### config.mk
export PLATFORM = sky130hd
export DESIGN_NAME = cfl_time_step_reducer_top_flat
export DESIGN_NICKNAME = d
export VERILOG_FILES = /design/src/rtl/core/cfl_pkg.sv /design/src/rtl/core/cfl_ifs.sv /design/src/rtl/core/cfl_mul.sv /design/src/rtl/core/cfl_dsu.sv /design/src/rtl/core/cfl_time_step_reducer_top.sv /design/src/flat_wrapper.sv
export SDC_FILE = /design/constraint.sdc
export NUM_CORES = 2
export LEC_CHECK = 0
export BUFFER_PORTS_ARGS = -buffer_cell sky130_fd_sc_hd__buf_2
export CAP_MARGIN = 20
export CORE_MARGIN = 2
export CORE_UTILIZATION = 42
export DETAILED_ROUTE_END_ITERATION = 8
export RECOVER_POWER = 50
export REMOVE_ABC_BUFFERS = 1
export SLEW_MARGIN = 20
export SYNTH_ARGS = -nofsm -noshare
export SYNTH_HDL_FRONTEND = slang
export SYNTH_SLANG_ARGS = --single-unit
### constraint.sdc
create_clock -name i_clk -period 11.85 [get_ports i_clk]
set_input_delay 2.37 -clock i_clk [delete_from_list [all_inputs] [get_ports i_clk]]
set_output_delay 2.37 -clock i_clk [all_outputs]
set_load 0.005 [all_outputs]
### src/rtl/core/cfl_pkg.sv
// Shared types and constants of the CFL time-step reducer.
`default_nettype none

package cfl_pkg;

    // Fixed-point formats
    localparam int WORD_BITS  = 32;
    localparam int FRAC_BITS  = 16;
    localparam int PROD_BITS  = 2 * WORD_BITS;
    localparam int GAMMA_BITS = 19;
    localparam int CFL_BITS   = 17;

    // gamma * p and CFL * h both fit in this many bits, so the divider
    // only walks this many dividend bits
    localparam int DIV_BITS   = GAMMA_BITS + WORD_BITS;
    // Quotient limit before the sound-speed shift: (2^64 - 1) >> FRAC_BITS
    localparam int QLIM_BITS  = PROD_BITS - FRAC_BITS;
    // Partial remainder of the shared shift-subtract unit
    localparam int REM_BITS   = WORD_BITS + 3;
    localparam int CNT_BITS   = $clog2(DIV_BITS + 1);
    localparam int SQRT_STEPS = PROD_BITS / 2;

    // Configuration register map
    localparam int CFG_IDX_BITS = 2;
    typedef logic [CFG_IDX_BITS-1:0] t_cfg_idx;
    localparam t_cfg_idx CFG_ADIABATIC_INDEX = 2'd0;
    localparam t_cfg_idx CFG_COURANT_NUMBER  = 2'd1;
    localparam t_cfg_idx CFG_CELL_SIZE       = 2'd2;

    localparam logic [GAMMA_BITS-1:0] GAMMA_RESET = 19'd91750;
    localparam logic [CFL_BITS-1:0]   CFL_RESET   = 17'd32768;
    localparam logic [WORD_BITS-1:0]  H_RESET     = 32'd328;

    // Result status codes
    typedef logic [1:0] t_status;
    localparam t_status STATUS_OK  = 2'd0;
    localparam t_status STATUS_BAD = 2'd1;
    localparam t_status STATUS_SAT = 2'd2;

    // Shared divide / square-root unit
    typedef enum logic {
        DSU_DIV,
        DSU_SQRT
    } t_dsu_op;

    typedef struct packed {
        logic    start;
        t_dsu_op op;
    } t_dsu_req;

    typedef struct packed {
        logic busy;
        logic done;
    } t_dsu_rsp;

    // Per-item sequencer
    typedef enum logic [3:0] {
        ST_IDLE,
        ST_SQ_X,
        ST_SQ_Y,
        ST_SQ_Z,
        ST_GP,
        ST_VN_GO,
        ST_VN_WAIT,
        ST_Q_GO,
        ST_Q_WAIT,
        ST_A_GO,
        ST_A_WAIT,
        ST_FINISH,
        ST_TAU_GO,
        ST_TAU_WAIT,
        ST_DONE
    } t_state;

endpackage

`default_nettype wire

### src/rtl/core/cfl_ifs.sv
// Valid/ready channel interfaces for cells in and time-step results out.
`default_nettype none

interface cfl_cell_if;
    logic                                  valid;
    logic                                  ready;
    logic        [cfl_pkg::WORD_BITS-1:0]  density;
    logic        [cfl_pkg::WORD_BITS-1:0]  pressure;
    logic signed [cfl_pkg::WORD_BITS-1:0]  vel_x;
    logic signed [cfl_pkg::WORD_BITS-1:0]  vel_y;
    logic signed [cfl_pkg::WORD_BITS-1:0]  vel_z;
    logic                                  last_cell;

    modport source (
        output valid, density, pressure, vel_x, vel_y, vel_z, last_cell,
        input  ready
    );
    modport sink (
        input  valid, density, pressure, vel_x, vel_y, vel_z, last_cell,
        output ready
    );
endinterface

interface cfl_result_if;
    logic                           valid;
    logic                           ready;
    logic [cfl_pkg::WORD_BITS-1:0]  time_step;
    logic [cfl_pkg::WORD_BITS-1:0]  max_speed;
    logic [1:0]                     status;

    modport source (
        output valid, time_step, max_speed, status,
        input  ready
    );
    modport sink (
        input  valid, time_step, max_speed, status,
        output ready
    );
endinterface

`default_nettype wire

### src/rtl/core/cfl_mul.sv
// Registered 32x32 unsigned multiplier shared by all products of the block.
`default_nettype none

module cfl_mul (
    input  wire logic                            i_clk,
    input  wire logic [cfl_pkg::WORD_BITS-1:0]   i_a,
    input  wire logic [cfl_pkg::WORD_BITS-1:0]   i_b,
    output logic      [cfl_pkg::PROD_BITS-1:0]   o_prod
);

    logic [cfl_pkg::PROD_BITS-1:0] w_full;
    logic [cfl_pkg::PROD_BITS-1:0] r_prod;

    assign w_full = {{cfl_pkg::WORD_BITS{1'b0}}, i_a} * {{cfl_pkg::WORD_BITS{1'b0}}, i_b};

    always_ff @(posedge i_clk) begin
        r_prod <= w_full;
    end

    assign o_prod = r_prod;

endmodule

`default_nettype wire

### src/rtl/core/cfl_dsu.sv
// Shared shift-subtract unit: restoring division or integer square root, one bit a cycle.
`default_nettype none

module cfl_dsu (
    input  wire logic                             i_clk,
    input  wire logic                             i_rst_n,
    input  wire cfl_pkg::t_dsu_req                i_req,
    input  wire logic [cfl_pkg::PROD_BITS-1:0]    i_a,
    input  wire logic [cfl_pkg::WORD_BITS-1:0]    i_d,
    output cfl_pkg::t_dsu_rsp                     o_rsp,
    output logic      [cfl_pkg::DIV_BITS-1:0]     o_result
);

    localparam int PB = cfl_pkg::PROD_BITS;
    localparam int WB = cfl_pkg::WORD_BITS;
    localparam int DB = cfl_pkg::DIV_BITS;
    localparam int RB = cfl_pkg::REM_BITS;
    localparam int CB = cfl_pkg::CNT_BITS;

    logic                   r_busy;
    logic                   r_done;
    logic [CB-1:0]          r_cnt;
    cfl_pkg::t_dsu_op       r_op;
    logic [PB-1:0]          r_x;
    logic [WB-1:0]          r_d;
    logic [RB-1:0]          r_rem;
    logic [DB-1:0]          r_q;

    logic [RB-1:0]          w_shifted;
    logic [RB-1:0]          w_trial;
    logic [RB:0]            w_diff;
    logic                   w_ge;

    // One compare-subtract per cycle, shared by both operations
    always_comb begin
        unique case (r_op)
            cfl_pkg::DSU_SQRT: begin
                w_shifted = {r_rem[RB-3:0], r_x[PB-1:PB-2]};
                w_trial   = {1'b0, r_q[WB-1:0], 2'b01};
            end
            cfl_pkg::DSU_DIV: begin
                w_shifted = {r_rem[RB-2:0], r_x[PB-1]};
                w_trial   = {3'b000, r_d};
            end
            default: begin
                w_shifted = '0;
                w_trial   = '0;
            end
        endcase
        w_diff = {1'b0, w_shifted} - {1'b0, w_trial};
        w_ge   = ~w_diff[RB];
    end

    always_ff @(posedge i_clk) begin
        if (!i_rst_n) begin
            r_busy <= 1'b0;
            r_done <= 1'b0;
            r_cnt  <= '0;
        end else begin
            r_done <= 1'b0;
            if (i_req.start && !r_busy) begin
                r_busy <= 1'b1;
                r_cnt  <= (i_req.op == cfl_pkg::DSU_SQRT) ?
                          CB'(cfl_pkg::SQRT_STEPS) : CB'(DB);
            end else if (r_busy) begin
                r_cnt <= r_cnt - CB'(1);
                if (r_cnt == CB'(1)) begin
                    r_busy <= 1'b0;
                    r_done <= 1'b1;
                end
            end
        end
    end

    always_ff @(posedge i_clk) begin
        if (i_req.start && !r_busy) begin
            r_op  <= i_req.op;
            r_d   <= i_d;
            r_rem <= '0;
            r_q   <= '0;
            // Dividend occupies only the low DIV_BITS; left-align it
            r_x   <= (i_req.op == cfl_pkg::DSU_SQRT) ?
                     i_a : {i_a[DB-1:0], {(PB-DB){1'b0}}};
        end else if (r_busy) begin
            r_rem <= w_ge ? w_diff[RB-1:0] : w_shifted;
            r_q   <= {r_q[DB-2:0], w_ge};
            r_x   <= (r_op == cfl_pkg::DSU_SQRT) ? (r_x << 2) : (r_x << 1);
        end
    end

    assign o_rsp    = {r_busy, r_done};
    assign o_result = r_q;

endmodule

`default_nettype wire

### src/rtl/core/cfl_time_step_reducer_top.sv
// CFL time-step reducer: per-cell signal speed, running maximum, time step on the last cell.
// Usage:
//   Cells enter on i_cell (valid/ready): density, pressure, vel_x/y/z (Q16.16) and
//   last_cell. A cell with rho != 0 yields |v| + sqrt(gamma*p/rho); a running max is kept.
//   A cell with last_cell set closes the set and one result leaves on o_result:
//   time_step = CFL*h/max_speed, max_speed and status (0 ok, 1 zero density seen,
//   2 saturated). Registers gamma, CFL and h are written on i_cfg_we/idx/data.
// Sequencing:
//   One registered multiplier and one shift-subtract unit do all arithmetic under a
//   small sequencer; ready is high only while the sequencer is idle.
//   A cell with nonzero density squares the velocities and forms gamma*p on the multiplier,
//   then runs a 32-step square root for |v|, a 51-step division for gamma*p/rho and a
//   32-step square root for the sound speed, each between a start and a wait state.
//   A zero-density cell skips this. A last cell then forms CFL*h, runs a 51-step division
//   (skipped if the set saw a zero density or has zero speed) and passes the hand-over
//   state; then the result lands in the output register.
// Reset and stall:
//   Synchronous active-low reset clears the set and restores the register defaults.
//   The output register holds a result until taken; new cells are still accepted
//   meanwhile, and the next result waits in the sequencer until the register frees.
`default_nettype none

module cfl_time_step_reducer_top (
    input  wire logic                             i_clk,
    input  wire logic                             i_rst_n,
    input  wire logic                             i_cfg_we,
    input  wire cfl_pkg::t_cfg_idx                i_cfg_idx,
    input  wire logic [cfl_pkg::WORD_BITS-1:0]    i_cfg_data,
    cfl_cell_if.sink                              i_cell,
    cfl_result_if.source                          o_result
);

    localparam int WB = cfl_pkg::WORD_BITS;
    localparam int PB = cfl_pkg::PROD_BITS;
    localparam int DB = cfl_pkg::DIV_BITS;
    localparam int QB = cfl_pkg::QLIM_BITS;
    localparam int FB = cfl_pkg::FRAC_BITS;
    localparam int GB = cfl_pkg::GAMMA_BITS;
    localparam int KB = cfl_pkg::CFL_BITS;

    function automatic logic [WB-1:0] f_mag(input logic [WB-1:0] v);
        logic [WB-1:0] neg;
        neg = ~v + WB'(1);
        return v[WB-1] ? neg : v;
    endfunction

    // Control state
    cfl_pkg::t_state        r_state;
    cfl_pkg::t_state        n_state;
    logic [GB-1:0]          r_gamma;
    logic [KB-1:0]          r_cfl;
    logic [WB-1:0]          r_h;
    logic [WB-1:0]          r_speed_max;
    logic                   r_bad;
    logic                   r_set_sat;
    logic                   r_out_valid;

    // Payload
    logic [WB-1:0]          r_rho;
    logic [WB-1:0]          r_p;
    logic [WB-1:0]          r_mx;
    logic [WB-1:0]          r_my;
    logic [WB-1:0]          r_mz;
    logic                   r_last;
    logic [PB-1:0]          r_acc;
    logic [DB-1:0]          r_gp;
    logic [WB-1:0]          r_vn;
    logic [WB-1:0]          r_tau;
    cfl_pkg::t_status       r_status;
    logic [WB-1:0]          r_out_tau;
    logic [WB-1:0]          r_out_speed;
    cfl_pkg::t_status       r_out_status;

    // Datapath wires
    logic [WB-1:0]          w_mul_a;
    logic [WB-1:0]          w_mul_b;
    logic [PB-1:0]          w_prod;
    cfl_pkg::t_dsu_req      w_dsu_req;
    cfl_pkg::t_dsu_rsp      w_dsu_rsp;
    logic [PB-1:0]          w_dsu_a;
    logic [WB-1:0]          w_dsu_d;
    logic [DB-1:0]          w_dsu_res;

    logic                   w_accept;
    logic                   w_out_free;
    logic                   w_q_clamp;
    logic [QB-1:0]          w_q;
    logic [WB:0]            w_speed_sum;
    logic [WB-1:0]          w_speed;
    logic                   w_tau_sat;

    assign w_accept   = i_cell.valid && i_cell.ready;
    assign w_out_free = !r_out_valid || o_result.ready;

    // Quotient gamma*p/rho is clamped so the fraction shift cannot overflow
    assign w_q_clamp   = |w_dsu_res[DB-1:QB];
    assign w_q         = w_q_clamp ? {QB{1'b1}} : w_dsu_res[QB-1:0];
    assign w_speed_sum = {1'b0, r_vn} + {1'b0, w_dsu_res[WB-1:0]};
    assign w_speed     = w_speed_sum[WB] ? {WB{1'b1}} : w_speed_sum[WB-1:0];
    assign w_tau_sat   = |w_dsu_res[DB-1:WB];

    cfl_mul u_mul (
        .i_clk  (i_clk),
        .i_a    (w_mul_a),
        .i_b    (w_mul_b),
        .o_prod (w_prod)
    );

    cfl_dsu u_dsu (
        .i_clk    (i_clk),
        .i_rst_n  (i_rst_n),
        .i_req    (w_dsu_req),
        .i_a      (w_dsu_a),
        .i_d      (w_dsu_d),
        .o_rsp    (w_dsu_rsp),
        .o_result (w_dsu_res)
    );

    // Next state
    always_comb begin
        n_state = r_state;
        unique case (r_state)
            cfl_pkg::ST_IDLE: begin
                if (w_accept) begin
                    if (i_cell.density != '0) begin
                        n_state = cfl_pkg::ST_SQ_X;
                    end else if (i_cell.last_cell) begin
                        n_state = cfl_pkg::ST_FINISH;
                    end
                end
            end
            cfl_pkg::ST_SQ_X:    n_state = cfl_pkg::ST_SQ_Y;
            cfl_pkg::ST_SQ_Y:    n_state = cfl_pkg::ST_SQ_Z;
            cfl_pkg::ST_SQ_Z:    n_state = cfl_pkg::ST_GP;
            cfl_pkg::ST_GP:      n_state = cfl_pkg::ST_VN_GO;
            cfl_pkg::ST_VN_GO:   n_state = cfl_pkg::ST_VN_WAIT;
            cfl_pkg::ST_VN_WAIT: begin
                if (w_dsu_rsp.done) n_state = cfl_pkg::ST_Q_GO;
            end
            cfl_pkg::ST_Q_GO:    n_state = cfl_pkg::ST_Q_WAIT;
            cfl_pkg::ST_Q_WAIT: begin
                if (w_dsu_rsp.done) n_state = cfl_pkg::ST_A_GO;
            end
            cfl_pkg::ST_A_GO:    n_state = cfl_pkg::ST_A_WAIT;
            cfl_pkg::ST_A_WAIT: begin
                if (w_dsu_rsp.done) begin
                    n_state = r_last ? cfl_pkg::ST_FINISH : cfl_pkg::ST_IDLE;
                end
            end
            cfl_pkg::ST_FINISH: begin
                if (r_bad || r_speed_max == '0) begin
                    n_state = cfl_pkg::ST_DONE;
                end else begin
                    n_state = cfl_pkg::ST_TAU_GO;
                end
            end
            cfl_pkg::ST_TAU_GO:  n_state = cfl_pkg::ST_TAU_WAIT;
            cfl_pkg::ST_TAU_WAIT: begin
                if (w_dsu_rsp.done) n_state = cfl_pkg::ST_DONE;
            end
            cfl_pkg::ST_DONE: begin
                if (w_out_free) n_state = cfl_pkg::ST_IDLE;
            end
            default:             n_state = cfl_pkg::ST_IDLE;
        endcase
    end

    // Sequencer outputs: multiplier operands and divide/sqrt requests
    always_comb begin
        w_mul_a         = '0;
        w_mul_b         = '0;
        w_dsu_req.start = 1'b0;
        w_dsu_req.op    = cfl_pkg::DSU_DIV;
        w_dsu_a         = '0;
        w_dsu_d         = '0;
        unique case (r_state)
            cfl_pkg::ST_SQ_X: begin
                w_mul_a = r_mx;
                w_mul_b = r_mx;
            end
            cfl_pkg::ST_SQ_Y: begin
                w_mul_a = r_my;
                w_mul_b = r_my;
            end
            cfl_pkg::ST_SQ_Z: begin
                w_mul_a = r_mz;
                w_mul_b = r_mz;
            end
            cfl_pkg::ST_GP: begin
                w_mul_a = {{(WB-GB){1'b0}}, r_gamma};
                w_mul_b = r_p;
            end
            cfl_pkg::ST_VN_GO: begin
                w_dsu_req.start = 1'b1;
                w_dsu_req.op    = cfl_pkg::DSU_SQRT;
                w_dsu_a         = r_acc;
            end
            cfl_pkg::ST_Q_GO: begin
                w_dsu_req.start = 1'b1;
                w_dsu_req.op    = cfl_pkg::DSU_DIV;
                w_dsu_a         = {{(PB-DB){1'b0}}, r_gp};
                w_dsu_d         = r_rho;
            end
            cfl_pkg::ST_A_GO: begin
                w_dsu_req.start = 1'b1;
                w_dsu_req.op    = cfl_pkg::DSU_SQRT;
                w_dsu_a         = r_acc;
            end
            cfl_pkg::ST_FINISH: begin
                w_mul_a = {{(WB-KB){1'b0}}, r_cfl};
                w_mul_b = r_h;
            end
            cfl_pkg::ST_TAU_GO: begin
                w_dsu_req.start = 1'b1;
                w_dsu_req.op    = cfl_pkg::DSU_DIV;
                w_dsu_a         = {{(PB-DB){1'b0}}, w_prod[DB-1:0]};
                w_dsu_d         = r_speed_max;
            end
            default: begin
            end
        endcase
    end

    // Control registers
    always_ff @(posedge i_clk) begin
        if (!i_rst_n) begin
            r_state     <= cfl_pkg::ST_IDLE;
            r_gamma     <= cfl_pkg::GAMMA_RESET;
            r_cfl       <= cfl_pkg::CFL_RESET;
            r_h         <= cfl_pkg::H_RESET;
            r_speed_max <= '0;
            r_bad       <= 1'b0;
            r_set_sat   <= 1'b0;
            r_out_valid <= 1'b0;
        end else begin
            r_state <= n_state;

            if (i_cfg_we) begin
                unique case (i_cfg_idx)
                    cfl_pkg::CFG_ADIABATIC_INDEX: r_gamma <= i_cfg_data[GB-1:0];
                    cfl_pkg::CFG_COURANT_NUMBER:  r_cfl   <= i_cfg_data[KB-1:0];
                    cfl_pkg::CFG_CELL_SIZE:       r_h     <= i_cfg_data;
                    default: begin
                    end
                endcase
            end

            if (r_state == cfl_pkg::ST_IDLE && w_accept && i_cell.density == '0) begin
                r_bad <= 1'b1;
            end

            if (r_state == cfl_pkg::ST_Q_WAIT && w_dsu_rsp.done && w_q_clamp) begin
                r_set_sat <= 1'b1;
            end

            if (r_state == cfl_pkg::ST_A_WAIT && w_dsu_rsp.done) begin
                if (w_speed_sum[WB]) begin
                    r_set_sat <= 1'b1;
                end
                if (w_speed > r_speed_max) begin
                    r_speed_max <= w_speed;
                end
            end

            // Hand the result to the output register and open a new set
            if (r_state == cfl_pkg::ST_DONE && w_out_free) begin
                r_out_valid <= 1'b1;
                r_speed_max <= '0;
                r_bad       <= 1'b0;
                r_set_sat   <= 1'b0;
            end else if (o_result.valid && o_result.ready) begin
                r_out_valid <= 1'b0;
            end
        end
    end

    // Payload registers
    always_ff @(posedge i_clk) begin
        if (w_accept) begin
            r_rho  <= i_cell.density;
            r_p    <= i_cell.pressure;
            r_mx   <= f_mag(i_cell.vel_x);
            r_my   <= f_mag(i_cell.vel_y);
            r_mz   <= f_mag(i_cell.vel_z);
            r_last <= i_cell.last_cell;
        end

        unique case (r_state)
            cfl_pkg::ST_SQ_Y: r_acc <= w_prod;
            cfl_pkg::ST_SQ_Z: r_acc <= r_acc + w_prod;
            cfl_pkg::ST_GP:   r_acc <= r_acc + w_prod;
            cfl_pkg::ST_VN_GO: r_gp <= w_prod[DB-1:0];
            cfl_pkg::ST_VN_WAIT: begin
                if (w_dsu_rsp.done) r_vn <= w_dsu_res[WB-1:0];
            end
            cfl_pkg::ST_Q_WAIT: begin
                // Sound-speed radicand: clamped quotient shifted up by the fraction
                if (w_dsu_rsp.done) r_acc <= {w_q, {FB{1'b0}}};
            end
            cfl_pkg::ST_FINISH: begin
                if (r_bad) begin
                    r_tau    <= '0;
                    r_status <= cfl_pkg::STATUS_BAD;
                end else if (r_speed_max == '0) begin
                    r_tau    <= {WB{1'b1}};
                    r_status <= cfl_pkg::STATUS_SAT;
                end
            end
            cfl_pkg::ST_TAU_WAIT: begin
                if (w_dsu_rsp.done) begin
                    r_tau    <= w_tau_sat ? {WB{1'b1}} : w_dsu_res[WB-1:0];
                    r_status <= (w_tau_sat || r_set_sat) ?
                                cfl_pkg::STATUS_SAT : cfl_pkg::STATUS_OK;
                end
            end
            cfl_pkg::ST_DONE: begin
                if (w_out_free) begin
                    r_out_tau    <= r_tau;
                    r_out_speed  <= r_speed_max;
                    r_out_status <= r_status;
                end
            end
            default: begin
            end
        endcase
    end

    assign i_cell.ready       = (r_state == cfl_pkg::ST_IDLE);
    assign o_result.valid     = r_out_valid;
    assign o_result.time_step = r_out_tau;
    assign o_result.max_speed = r_out_speed;
    assign o_result.status    = r_out_status;

endmodule

`default_nettype wire
### src/flat_wrapper.sv
// flat-port wrapper written by rule: the top's interface ports become plain ports
module cfl_time_step_reducer_top_flat 
  (i_clk, i_rst_n, i_cfg_we, i_cfg_idx, i_cfg_data, i_cell_valid, i_cell_density, i_cell_pressure, i_cell_vel_x, i_cell_vel_y, i_cell_vel_z, i_cell_last_cell, i_cell_ready, o_result_valid, o_result_time_step, o_result_max_speed, o_result_status, o_result_ready);
  cfl_cell_if i_cell_i ();
  cfl_result_if o_result_i ();
  input  wire logic i_clk;
  input  wire logic i_rst_n;
  input  wire logic i_cfg_we;
  input  wire cfl_pkg::t_cfg_idx i_cfg_idx;
  input  wire logic [cfl_pkg::WORD_BITS-1:0] i_cfg_data;
  input wire logic [$bits(i_cell_i.valid)-1:0] i_cell_valid;
  input wire logic [$bits(i_cell_i.density)-1:0] i_cell_density;
  input wire logic [$bits(i_cell_i.pressure)-1:0] i_cell_pressure;
  input wire logic [$bits(i_cell_i.vel_x)-1:0] i_cell_vel_x;
  input wire logic [$bits(i_cell_i.vel_y)-1:0] i_cell_vel_y;
  input wire logic [$bits(i_cell_i.vel_z)-1:0] i_cell_vel_z;
  input wire logic [$bits(i_cell_i.last_cell)-1:0] i_cell_last_cell;
  output wire logic [$bits(i_cell_i.ready)-1:0] i_cell_ready;
  output wire logic [$bits(o_result_i.valid)-1:0] o_result_valid;
  output wire logic [$bits(o_result_i.time_step)-1:0] o_result_time_step;
  output wire logic [$bits(o_result_i.max_speed)-1:0] o_result_max_speed;
  output wire logic [$bits(o_result_i.status)-1:0] o_result_status;
  input wire logic [$bits(o_result_i.ready)-1:0] o_result_ready;
  assign i_cell_i.valid = i_cell_valid;
  assign i_cell_i.density = i_cell_density;
  assign i_cell_i.pressure = i_cell_pressure;
  assign i_cell_i.vel_x = i_cell_vel_x;
  assign i_cell_i.vel_y = i_cell_vel_y;
  assign i_cell_i.vel_z = i_cell_vel_z;
  assign i_cell_i.last_cell = i_cell_last_cell;
  assign i_cell_ready = i_cell_i.ready;
  assign o_result_valid = o_result_i.valid;
  assign o_result_time_step = o_result_i.time_step;
  assign o_result_max_speed = o_result_i.max_speed;
  assign o_result_status = o_result_i.status;
  assign o_result_i.ready = o_result_ready;
  cfl_time_step_reducer_top u_core (.i_clk(i_clk), .i_rst_n(i_rst_n), .i_cfg_we(i_cfg_we), .i_cfg_idx(i_cfg_idx), .i_cfg_data(i_cfg_data), .i_cell(i_cell_i), .o_result(o_result_i));
endmodule
==> flow_summary.yaml <==
cts:
  cts_resized: 0
  cts_root_buf: "clkbuf_16"
  clk_latency_ps: 740
  cts_tree: "done"
  numClockSinks: 769
  path_clk_slew_ps: 60
  cts-buffers-inserted: 86
  clk_path_buf_depth: 3
  cts_setup_buffers: 0
  hold_buffers: 0
  htreeDepth: 3
routing:
  vias: 55400
  wl_per_cell_um: 23.9
  drcViolationCount: 0
  via_per_inst: 5.66
  drtAntennaViolNets: 0
  routed-wl-met3_mm: 17.9
  drt-pass1-iter-count: 6
  wl_met1_mm: 95.9
  routed.top_layer: "met5"
  drt_iter0_drc: 4785
  met2WireLength_mm: 108
  routed_wl_mm: 234
placed_design:
  hpwl_mm: 182
  io_buffers: 267
  place_inst: 9606
  place_area_sq_um: 75500
  dp_slack_ps: 896
  finalWeightedCongestion: 0.977
worst_setup_path:
  crit_top_cell: "fa_1"
  start_kind: "register"
  reg2reg_from: "u_core.r_state[2]"
  cp_data_arrival_time_ps: 11640
  cp_slowest_cell: "and2_1"
  critPathCaptureType: "register"
  r2r-end: "u_core.u_mul.o_prod[63]"
  cpPeakStageDelay_ps: 870
  crit_type: "register to register"
  cp_max_fo: 32
  r2r_setup_slack_ps: 800
  rr_worst_depth: 31
  critical_path_required_ps: 12430
pwr:
  power_mw: 25.5
  leakage_nw: 34.1
  irDropWorstVdd_mv: 0.418
  powerDensity_nw_per_um2: 326
min_path:
  min_delay_path_depth: 0
  hold_path_class: "register to register"
  hold_path_end: "u_core.o_result.time_step[7]"
  hold_start: "u_core.r_tau[7]"
logic_synthesis:
  yosys.area.top_type: "fa_1"
  synth_top_area_share: 0.253
  synth_edf_count: 505
  synth_area_leaders: "fa_1 (25%), edfxtp_1 (21%), ha_1 (7.5%)"
  synthAdderAreaFrac: 0.328
  synth-async-reset-ratio: 0
  ys_seq_elements: 769
  synth.distinct_cells: 82
  syn_area_sq_um: 71200
  yosys_warnings: 0
  yosysSeqAreaShare: 0.287
  synth_top_family_by_area: "adder cells"
  synth_compound_area_frac: 0.131
  avgSynthCellArea_sq_um: 9.68
  synth_mux_area_frac: 0.0217
  synthXorXnorAreaFrac: 0.0327
  ys.flop_type: "edfxtp_1"
  synth-simple-area-share: 0.124
  synthCells: 7352
floorplanning:
  io_pins: 268
  die_h_um: 416
  dieArea_sq_um: 173000
  die_w_um: 416
  rows: 151
  start_util: 0.421
  core_sq_um: 169000
sta:
  fmax_ghz: 0.0905
  report.final.hold_viol_count: 0
  fin_crit_ps: 11050
  setup_viol: 0
  timing.final.max_slew_violations: 775
  tns_ps: 0
  rsz0062_at_grt: "no"
  worst_pin_slew_ps: 4090
  maxSlewHeadroom: -1.73
  setup_ws_ps: 797
  finalCritPeriodShare: 0.933
  clock_skew_ps: 59.7
global_route:
  grt_max_degree: 120
  grt_first_pass_wirelength_mm: 351
  grt_usage: 0.268
  grt-ovfl-total: 0
  grt_pass1_vias: 55900
  antenna_found_initial: 8
status:
  status: "finished, violations left"
  violations: "capacitance limit, slew limit"
run:
  cap_violations: 16
cells_and_area:
  syn2layout_area_growth_pct: 10.0
  drive_above_1_share: 0.0849
  stdcell_count: 9777
  fin_nets: 9006
  finalInstanceArea_sq_um: 78300
critical path, delay by kind of cell, from the launching register on:
family | cells | cell delay, ps
flip-flops | 1 | 670
adder cells (fa/ha/maj) | 9 | 4200
AND/OR/NAND/NOR | 4 | 1520
buffers and inverters | 6 | 970
XOR/XNOR | 1 | 100
AO/OA/AOI/OAI | 11 | 3410
through the flow:
step	utilization	hold slack, ps
after floorplan	-	400
after global placement	0.447	401
after detailed placement	0.447	406
after CTS	0.465	419
after global routing	0.464	424
final	0.464	417
routing by layer:
metal | up-vias | global-route usage
met5 | - | 0
met4 | 4 | 0.118
met3 | 536 | 0.0464
met2 | 2334 | 0.433
met1 | 27700 | 0.353
li1 | 24800 | -
power by group:
| group | leakage, nW | internal (mW) | switching (mW) |
|---|---|---|---|
| Combinational | 25.8 | 7.14 | 11.8 |
| Sequential | 6.86 | 3.49 | 0.350 |
| Clock | 1.42 | 1.57 | 1.18 |
registers in the layout (all words and copies together), names as in the netlist, 34 cells and up:
register and cells:
u_core.r_acc 64, u_core.r_gp 51, u_core.u_dsu.o_result 51, u_core.u_dsu.r_rem 34
u_core.u_dsu.r_x 64, u_core.u_mul.o_prod 64
synthesized netlist by cell type (41+ instances only):
| library cell | instances |
|---|---|
| a211oi_1 | 41 |
| a21boi_0 | 62 |
| a21o_1 | 112 |
| a21oi_1 | 230 |
| a221o_1 | 110 |
| a221oi_1 | 52 |
| a22o_1 | 89 |
| clkbuf_1 | 362 |
| dfxtp_1 | 264 |
| edfxtp_1 | 505 |
| fa_1 | 899 |
| ha_1 | 429 |
| inv_1 | 1017 |
| mux2i_1 | 116 |
| nand2_1 | 915 |
| nand3_1 | 80 |
| nand4_1 | 49 |
| nor2_1 | 763 |
| nor2b_1 | 42 |
| o211ai_1 | 101 |
| o21ai_0 | 286 |
| xnor2_1 | 190 |
| xor2_1 | 76 |
logic make-up (layout without fill, tap and decap cells):
logic type                 Yosys count  in the layout
other                                0              7
DFF                                769            769
muxes                              150            150
adders and majority gates         1328           1328
and+or+nand+nor                   2078           2078
AOI/OAI and AO/OA                 1338           1338
xor gates and xnor gates           266            266
buffers and inverters             1423           1623
how the worst max path moves through the flow:
stage,start,end,slack [ps]
5_1_grt,u_core.r_state[2],u_core.u_mul.o_prod[57],380
3_3_place_gp,u_core.r_state[3],u_core.u_mul.o_prod[63],1080
4_1_cts,u_core.r_state[2],u_core.u_mul.o_prod[63],900
2_1_floorplan,u_core.r_state[2],u_core.u_mul.o_prod[62],-3740
3_5_place_dp,u_core.r_state[2],u_core.u_mul.o_prod[63],900
6_report,u_core.r_state[2],u_core.u_mul.o_prod[63],800
placed cells by master, fill, tap and decap left out, types with 30 or more instances in the layout:
cell type  count
a211oi_1      41
a21boi_0      62
a21o_1       112
a21oi_1      228
a221o_1      110
a221oi_2      32
a22o_1        89
a22oi_1       35
buf_2        233
buf_4        128
clkbuf_1      86
clkbuf_16     86
dfxtp_1      263
edfxtp_1     505
fa_1         899
ha_1         429
inv_1       1016
mux2_2        34
mux2i_1      116
nand2_1      914
nand2b_1      31
nand3_1       79
nand4_1       49
nor2_1       757
nor2b_1       42
nor4_1        30
o211ai_1     101
o21ai_0      287
o21bai_1      38
o31ai_1       31
xnor2_1      190
xor2_1        76
cell type report:
cell class,instances,area [sq um]
Multi-Input combinational cell,5160,45800
Clock inverter,50,591
Fill cell,16100,90600
Inverter,1025,3850
Timing Repair Buffer,436,2490
Antenna cell,7,17.5
Tap cell,2218,2780
Clock buffer,112,2330
Sequential cell,769,20500
Power figures use the tool's default switching activity.
